===== src/hdl/mgs_pkg.sv =====
// Shared constants and controller/datapath handshake types for the mean gradient block.
package mgs_pkg;

	localparam int MAX_WIDTH   = 2048;
	localparam int MAX_HEIGHT  = 2048;
	localparam int COL_W       = $clog2(MAX_WIDTH);
	localparam int ROW_W       = $clog2(MAX_HEIGHT);
	localparam int FILL_W      = COL_W + 1;
	localparam int PIX_W       = 8;
	localparam int CFG_W       = 12;
	localparam int CFG_IDX_W   = 1;
	localparam int OUT_W       = 16;
	localparam int SUM_W       = 39;
	localparam int DEN_W       = COL_W + ROW_W;
	localparam int SQ_W        = 2 * PIX_W + 1;
	localparam int FRAC_SHIFT  = 15;
	localparam int RAD_W       = SQ_W + FRAC_SHIFT;
	localparam int ROOT_W      = RAD_W / 2;
	localparam int SQRT_STEPS  = ROOT_W;
	localparam int SQRT_CNT_W  = $clog2(SQRT_STEPS);
	localparam int DIV_STEPS   = SUM_W;
	localparam int DIV_CNT_W   = $clog2(DIV_STEPS);

	localparam logic [CFG_W-1:0] WIDTH_RESET  = CFG_W'(640);
	localparam logic [CFG_W-1:0] HEIGHT_RESET = CFG_W'(480);

	typedef enum logic [CFG_IDX_W-1:0] {
		REG_IMAGE_WIDTH  = 1'b0,
		REG_IMAGE_HEIGHT = 1'b1
	} cfg_index_t;

	typedef struct packed {
		logic accept;
		logic diff;
		logic sqrt_step;
		logic acc;
		logic div_start;
		logic div_step;
		logic load_out;
	} cmd_t;

	typedef struct packed {
		logic grad_en;
		logic frame_end;
		logic sqrt_done;
		logic div_done;
	} status_t;

endpackage


===== src/hdl/mgs_controller.sv =====
// Controller: sequences one pixel word at a time through the datapath and owns the output valid.
module mgs_controller (
	input  logic             clk,
	input  logic             arst_n,
	input  logic             in_valid,
	output logic             in_ready,
	output logic             out_valid,
	input  logic             out_ready,
	input  mgs_pkg::status_t st,
	output mgs_pkg::cmd_t    cmd
);
	import mgs_pkg::*;

	typedef enum logic [5:0] {
		ST_IDLE = 6'b000001,
		ST_DIFF = 6'b000010,
		ST_SQRT = 6'b000100,
		ST_ACC  = 6'b001000,
		ST_DIV  = 6'b010000,
		ST_OUT  = 6'b100000
	} state_t;

	state_t state_q, state_next;
	logic   out_valid_q;

	always_comb begin
		cmd        = '0;
		in_ready   = 1'b0;
		state_next = state_q;
		unique case (state_q)
			ST_IDLE: begin
				in_ready = 1'b1;
				if (in_valid) begin
					cmd.accept = 1'b1;
					state_next = ST_DIFF;
				end
			end
			ST_DIFF: begin
				if (st.grad_en) begin
					cmd.diff   = 1'b1;
					state_next = ST_SQRT;
				end else if (st.frame_end) begin
					cmd.div_start = 1'b1;
					state_next    = ST_DIV;
				end else begin
					state_next = ST_IDLE;
				end
			end
			ST_SQRT: begin
				cmd.sqrt_step = 1'b1;
				if (st.sqrt_done)
					state_next = ST_ACC;
			end
			ST_ACC: begin
				cmd.acc = 1'b1;
				if (st.frame_end) begin
					cmd.div_start = 1'b1;
					state_next    = ST_DIV;
				end else begin
					state_next = ST_IDLE;
				end
			end
			ST_DIV: begin
				cmd.div_step = 1'b1;
				if (st.div_done)
					state_next = ST_OUT;
			end
			ST_OUT: begin
				// hold until the output register is free
				if (!out_valid_q || out_ready) begin
					cmd.load_out = 1'b1;
					state_next   = ST_IDLE;
				end
			end
			default: state_next = ST_IDLE;
		endcase
	end

	always_ff @(posedge clk or negedge arst_n) begin
		if (!arst_n) begin
			state_q     <= ST_IDLE;
			out_valid_q <= 1'b0;
		end else begin
			state_q <= state_next;
			if (cmd.load_out)
				out_valid_q <= 1'b1;
			else if (out_ready)
				out_valid_q <= 1'b0;
		end
	end

	assign out_valid = out_valid_q;

endmodule


===== config.mk =====
export PLATFORM = sky130hd
export DESIGN_NAME = mgs_controller
export DESIGN_NICKNAME = d
export VERILOG_FILES = /design/src/hdl/mgs_pkg.sv /design/src/hdl/mgs_controller.sv
export SDC_FILE = /design/constraint.sdc
export NUM_CORES = 1
export LEC_CHECK = 0
export BUFFER_PORTS_ARGS = -buffer_cell sky130_fd_sc_hd__buf_2
export CAP_MARGIN = 40
export CELL_PAD_IN_SITES_DETAIL_PLACEMENT = 2
export CELL_PAD_IN_SITES_GLOBAL_PLACEMENT = 2
export CORE_UTILIZATION = 26
export CTS_BUF_LIST = sky130_fd_sc_hd__clkbuf_8 sky130_fd_sc_hd__clkbuf_16
export DETAILED_ROUTE_END_ITERATION = 16
export PLACE_DENSITY = 0.83
export SKIP_LAST_GASP = 1
export SLEW_MARGIN = 15
export SYNTH_ARGS = -nofsm -noshare
export SYNTH_HDL_FRONTEND = slang
export SYNTH_SLANG_ARGS = --single-unit
export TNS_END_PERCENT = 10

===== constraint.sdc =====
create_clock -name clk -period 2.65 [get_ports clk]
set_input_delay 0.795 -clock clk [delete_from_list [all_inputs] [get_ports clk]]
set_output_delay 0.795 -clock clk [all_outputs]
set_load 0.05 [all_outputs]

==> results of run 1 <==
[flip-flops by register name, summed over array words and instances (netlist names)]
signal	cells
out_valid	1
state_q	6
[worst max-delay path by stage]
| stage | endpoint | slack [ps] | depth (start not counted) |
|---|---|---|---|
| 3_5_place_dp | cmd[2] | -140 | 5 |
| 4_1_cts | cmd[2] | 60 | 4 |
| 5_1_grt | cmd[1] | 7 | 3 |
| 3_3_place_gp | cmd[2] | -100 | 5 |
| 2_1_floorplan | cmd[2] | 30 | 3 |
| 6_report | cmd[1] | 70 | 3 |
[cell families after synthesis]
family / count (synthesis)
and+or+nand+nor: 32
buffers and inverters: 3
AOI/OAI and AO/OA: 9
DFF: 7
[power groups by stage]
stage	Combinational (W)	Sequential [W]	Clock (W)
floorplan	0.000234	0.000162	0
global placement	0.000293	0.000171	0
detailed placement	0.000300	0.000172	0
CTS	0.000323	0.000172	0.000151
global route	0.000344	0.000178	0.000160
finish	0.000320	0.000172	0.000147
[worst register-to-register path, delay by kind of cell (launching register included)]
| family | cells | cell delay [ps] |
|---|---|---|
| AO/OA/AOI/OAI | 1 | 150 |
| AND/OR/NAND/NOR | 3 | 1300 |
| flip-flops | 1 | 430 |
[final cells by class]
cell class | instances | area share [%]
flip-flops and latches | 7 | 26.55
repair buffers | 19 | 16.95
well taps | 24 | 4.520
clock buffers | 3 | 6.215
inverters | 2 | 1.130
multi-input cells | 41 | 44.07
clock inverters | 1 | 0.5650
[repair_timing]
action | in CTS | in global routing
resized for setup | 6 | 0
setup buffers | 1 | 0
endpoints found under the setup margin | 1 | 0
[per-layer routing]
metal  wire [µm]  up-vias
met5           0        -
met1         740      258
met3          68        2
met2         897       15
met4           9        0
li1            -      236
[cells in the mapped netlist]
library cell / instances / area [µm²]
inv_1: 2 / 7.510
or3_1: 2 / 12.51
or4_4: 2 / 22.52
o311ai_0: 1 / 8.760
nor2b_1: 3 / 18.77
or2b_1: 1 / 7.510
buf_4: 1 / 7.510
nand2_1: 1 / 3.750
nor3b_1: 1 / 7.510
nor2_1: 5 / 18.77
or4b_4: 1 / 13.76
and2_1: 2 / 12.51
o21ai_0: 2 / 10.01
dfrtp_1: 6 / 150.1
a31oi_1: 1 / 6.260
nand3_1: 1 / 5.000
a21bo_2: 2 / 20.02
nor4_1: 1 / 6.260
o22ai_1: 1 / 6.260
dfstp_2: 1 / 26.28
nand4_1: 1 / 6.260
a21oi_1: 1 / 5.000
nor3_1: 1 / 5.000
a41oi_1: 1 / 8.760
and3_1: 3 / 18.77
nand2b_1: 4 / 25.02
or3b_2: 1 / 8.760
and4_4: 1 / 11.26
or4_1: 1 / 7.510
[per-stage QoR]
stage | instance area [µm²] | setup TNS [ps] | hold WS (ps) | instances | utilization, %
after floorplan | 473.0 | 0 | 499.4 | 51 | -
after global placement | 590.6 | -100.9 | 527.9 | 92 | 37.05
after detailed placement | 590.6 | -142.3 | 531.5 | 92 | 37.05
after CTS | 664.4 | 0 | 402.7 | 97 | 41.68
after global routing | 664.4 | 0 | 407.4 | 97 | 41.68
final | 664.4 | 0 | 396.7 | 97 | 41.68
==> results.sh, run 1 <==
export IMPL_swShare_pct=43.74
export IMPL_fillers=194
export IMPL_pin_count=17
export IMPL_pwr_share_comb_pct=50.1
export IMPL_seqPwrFrac_pct=26.9
export IMPL_critical_path_top_delay_family="simple AND/OR/NAND/NOR gates"
export IMPL_synthCells=51
export IMPL_synthSimpleGateAreaFrac_pct=45.19
export IMPL_die_area_um2=1974
export IMPL_cap_viol_max_count=0
export IMPL_vias=511
export IMPL_diodes=0
export IMPL_hpwlAfterDp_um=1234
export IMPL_drc=0
export IMPL_fmax_mhz=388.1
export IMPL_detailedPlace_worstSlack_ps=-142.3
export IMPL_syn_area_um2=467.9
export IMPL_finalMaxSlewViolations=0
export IMPL_critPathLaunchType="flop"
export IMPL_finalCritPeriodShare_pct=97.24
export IMPL_final_nets=82
export IMPL_finalSetupViolCount=0
export IMPL_grt_pass1_wl_um=2904
export IMPL_clk_latency_ps=230
export IMPL_hold_violations=0
export IMPL_finalPower_w=0.0006390
export IMPL_fp_dieH_um=44.43
export IMPL_final_common_cell="buf_2"
export IMPL_switchingPower_w=0.0002795
export IMPL_clock_path_buffers=2
export IMPL_syn2layout_area_growth_pct=41.98
export IMPL_grt_util_all_layers_pct=21.42
export IMPL_grt_use_met2_pct=36.76
export IMPL_totalWireLength_um=1716
export IMPL_cellLeakagePower_nw=0.3336
export IMPL_layout_setup_ws_ps=73.06
export IMPL_core_region_area_um2=1594
export IMPL_status="completed"
export IMPL_overflow=0
export IMPL_arrival_ps=1780
export IMPL_cp_required_ps=1860
export IMPL_crit_chain="or4_4 -> nor3b_2 -> buf_2"
export IMPL_drt_iter0_drc=8
export IMPL_r2r_start="state_q[2]$_DFFE_PN0P_"
export IMPL_grt_met1_usage_pct=26.26
export IMPL_rows=14
export IMPL_root_buffer="clkbuf_8"
export IMPL_synth_top_family_by_area="simple AND/OR/NAND/NOR gates"
export IMPL_place_gp_congestion=0.7805
export IMPL_syn_area_per_cell_um2=9.175
export IMPL_cts_max_level=1
export IMPL_tightest_slew_ps=474.9
export IMPL_critPathMaxStageDelay_ps=580
export IMPL_antenna_found_initial=0
export IMPL_synth_seq_cells=7
export IMPL_clock_sinks=7
export IMPL_crit_start="state_q[2]$_DFFE_PN0P_"
export IMPL_viasPerCell=5.268
export IMPL_synth_nets=59
export IMPL_rsz0062_at_grt="false"
export IMPL_intPower_w=0.0003595
export IMPL_port_buffers=16
export IMPL_post_drt_wl_per_cell_um=17.69
export IMPL_hold_class="in2async"
export IMPL_postRouteAntennaNets=0
export IMPL_p_per_area_nw_per_um2=961.8
export IMPL_first_pass_iters=4
export IMPL_tritoncts="yes"
export IMPL_multi_input_area_um2=292.8
export IMPL_cts_buffers=3
export IMPL_cp_slowest_cell="or4_4"
export IMPL_holdBufCountCts=0
export IMPL_skew_ps=0.6295
export IMPL_end_kind="primary output"
export IMPL_ys_seq_area_share_pct=37.70
export IMPL_period_minus_slack_ps=2577
export IMPL_grt_pass1_vias=547
export IMPL_ir_drop_uv=473.2
export IMPL_r2r_end="state_q[0]$_DFFE_PN1P_"
export IMPL_cp_buffers_inverters=1
export IMPL_cp_max_fo=6
export IMPL_synth_warnings=0
export IMPL_relSlewSlack_pct=68.05
export IMPL_power_share_clock_pct=23.0
export IMPL_synth_xor_area_share_pct=0
export IMPL_worstSetupPathType="reg2out"
export IMPL_start_util_pct=29.36
export IMPL_muxShareOfSynthArea_pct=0
export IMPL_drive_above_1_share_pct=45.21
export IMPL_die_w_um=44.43
export IMPL_synth_fa_ha_area_share_pct=0
export IMPL_globalRoute_busiestLayer="met2"
export IMPL_synth_compound_area_share_pct=13.90
export IMPL_reg2reg_depth=4
export IMPL_synth_distinct_cells=29
export IMPL_grt_use_met3_pct=6.122
export IMPL_seq_area_um2=176.4
export IMPL_regToRegSetupSlack_ps=700
export IMPL_grt_max_degree=10
export IMPL_clk_pin_slew_worst_paths_ps=40
export IMPL_final_cell_mix="15 x buf_2, 6 x dfrtp_1, 5 x nor2_1, 4 x nand2b_1"
No activity file was read; power rests on OpenSTA's default activity.
==> run 2: changes to the inputs <==
PLACE_DENSITY = 0.79   (was 0.83)
==> results.sh, run 2 (synthesized netlist as in run 1, its figures left out) <==
export IMPL_diodes=0
export IMPL_grt_pass1_wl_um=2277
export IMPL_fmax_mhz=385.9
export IMPL_intPower_w=0.0003575
export IMPL_fillers=182
export IMPL_final_nets=81
export IMPL_cp_required_ps=1860
export IMPL_regToRegSetupSlack_ps=730
export IMPL_switchingPower_w=0.0002846
export IMPL_drive_above_1_share_pct=44.44
export IMPL_end_kind="primary output"
export IMPL_rows=14
export IMPL_dp_cells=91
export IMPL_grt_pass1_vias=497
export IMPL_die_w_um=44.43
export IMPL_pin_count=17
export IMPL_post_drt_wl_per_cell_um=15.90
export IMPL_power_share_clock_pct=23.4
export IMPL_rsz0062_at_grt="false"
export IMPL_place_gp_congestion=0.8086
export IMPL_fin_area_um2=656.9
export IMPL_antenna_found_initial=0
export IMPL_root_buffer="clkbuf_8"
export IMPL_r2r_start="state_q[2]$_DFFE_PN0P_"
export IMPL_finalCritPeriodShare_pct=97.79
export IMPL_cap_viol_max_count=0
export IMPL_placed_area_um2=583.1
export IMPL_relSlewSlack_pct=71.34
export IMPL_totalWireLength_um=1526
export IMPL_detailedPlace_worstSlack_ps=-121.5
export IMPL_drc=0
export IMPL_layoutNonFillerInstCount=96
export IMPL_clk_latency_ps=230
export IMPL_arrival_ps=1800
export IMPL_worstSetupPathType="reg2out"
export IMPL_fp_dieH_um=44.43
export IMPL_core_region_area_um2=1594
export IMPL_critPathLaunchType="flop"
export IMPL_final_cell_mix="15 x buf_2, 6 x dfrtp_1, 5 x nor2_1, 4 x nand2b_1"
export IMPL_layout_setup_ws_ps=58.59
export IMPL_clock_sinks=7
export IMPL_period_minus_slack_ps=2591
export IMPL_clock_path_buffers=2
export IMPL_cts_buffers=3
export IMPL_drt_iter0_drc=1
export IMPL_top_register="state_q"
export IMPL_cellLeakagePower_nw=0.3282
export IMPL_hold_violations=0
export IMPL_holdBufCountCts=0
export IMPL_overflow=0
export IMPL_swShare_pct=44.32
export IMPL_reg2reg_depth=4
export IMPL_status="completed"
export IMPL_tritoncts="yes"
export IMPL_grt_util_all_layers_pct=16.75
export IMPL_start_util_pct=29.36
export IMPL_seqPwrFrac_pct=27.6
export IMPL_ir_drop_uv=452.1
export IMPL_tightest_slew_ps=425.9
export IMPL_hold_class="in2async"
export IMPL_cts_max_level=1
export IMPL_syn2layout_area_growth_pct=40.37
export IMPL_skew_ps=3.966
export IMPL_vias=490
export IMPL_grt_max_degree=10
export IMPL_largest_register_ffs=6
export IMPL_first_pass_iters=3
export IMPL_final_common_cell="buf_2"
export IMPL_crit_start="state_q[4]$_DFFE_PN0P_"
export IMPL_finalMaxSlewViolations=0
export IMPL_hpwlAfterDp_um=1112
export IMPL_clk_pin_slew_worst_paths_ps=40
export IMPL_viasPerCell=5.104
export IMPL_finalSetupViolCount=0
export IMPL_r2r_end="state_q[0]$_DFFE_PN1P_"
export IMPL_pwr_share_comb_pct=49.0
export IMPL_endpoint="cmd[2]"
export IMPL_postRouteAntennaNets=0
export IMPL_cp_max_fo=8
export IMPL_p_per_area_nw_per_um2=977.5
export IMPL_port_buffers=16
export IMPL_die_area_um2=1974
## run 2: what timing repair did
item / CTS / global route
resized for setup: 4 / 2
buffers inserted: 0 / 1
pin swaps: 0 / 2
gates cloned: 0 / 0
setup endpoints to repair: 1 / 1
## run 2: worst min-delay path by stage
| stage | startpoint | to | cells after the start |
|---|---|---|---|
| after floorplan | arst_n | out_valid$_DFFE_PN0P_ | 0 |
| after global placement | out_valid$_DFFE_PN0P_ | out_valid$_DFFE_PN0P_ | 2 |
| after detailed placement | out_valid$_DFFE_PN0P_ | out_valid$_DFFE_PN0P_ | 2 |
| after CTS | arst_n | state_q[1]$_DFFE_PN0P_ | 1 |
| after global routing | arst_n | state_q[1]$_DFFE_PN0P_ | 1 |
| final | arst_n | state_q[5]$_DFFE_PN0P_ | 1 |
## run 2: critical path, stage by stage, from the launching register on
cell and delay [ps]:
dfrtp_1 450, or4_4 580, o22ai_2 220, and2_4 180
buf_8 140
## run 2: layer usage
metal	up-vias	GRT usage, %	share of wire, %
met1	246	18.64	42
met3	2	7.347	4.5
met2	12	28.53	52
li1	230	-	-
met5	-	0	0
met4	0	5.455	0.72
## run 2: final cells by class
cell class / count / area, µm² / area share [%]
inverter: 2 / 7.507 / 1.143
tap: 24 / 30.03 / 4.571
timing repair buffer: 18 / 105.1 / 16.00
multi-input combinational: 41 / 292.8 / 44.57
sequential: 7 / 176.4 / 26.86
clock buffer: 3 / 41.29 / 6.286
clock inverter: 1 / 3.754 / 0.5714
## run 2: metrics by stage
| step | TNS [ps] | total power, W | util, % | hold slack (ps) |
|---|---|---|---|---|
| after global placement | -99.76 | 0.0004569 | 36.58 | 526.9 |
| final | 0 | 0.0006421 | 41.21 | 394.2 |
| after CTS | 0 | 0.0006328 | 40.35 | 400.9 |
| after detailed placement | -121.5 | 0.0004679 | 36.58 | 556.6 |
| after global routing | 0 | 0.0006722 | 41.21 | 407.0 |
| after floorplan | 0 | 0.0003957 | - | 499.4 |
## run 2: power by group through the flow
stage               registers [W]  clock network, W  logic, W
finish                   0.000177          0.000150  0.000315
global route             0.000181          0.000159  0.000333
CTS                      0.000176          0.000154  0.000303
detailed placement       0.000176                 0  0.000292
global placement         0.000172                 0  0.000285
floorplan                0.000162                 0  0.000234
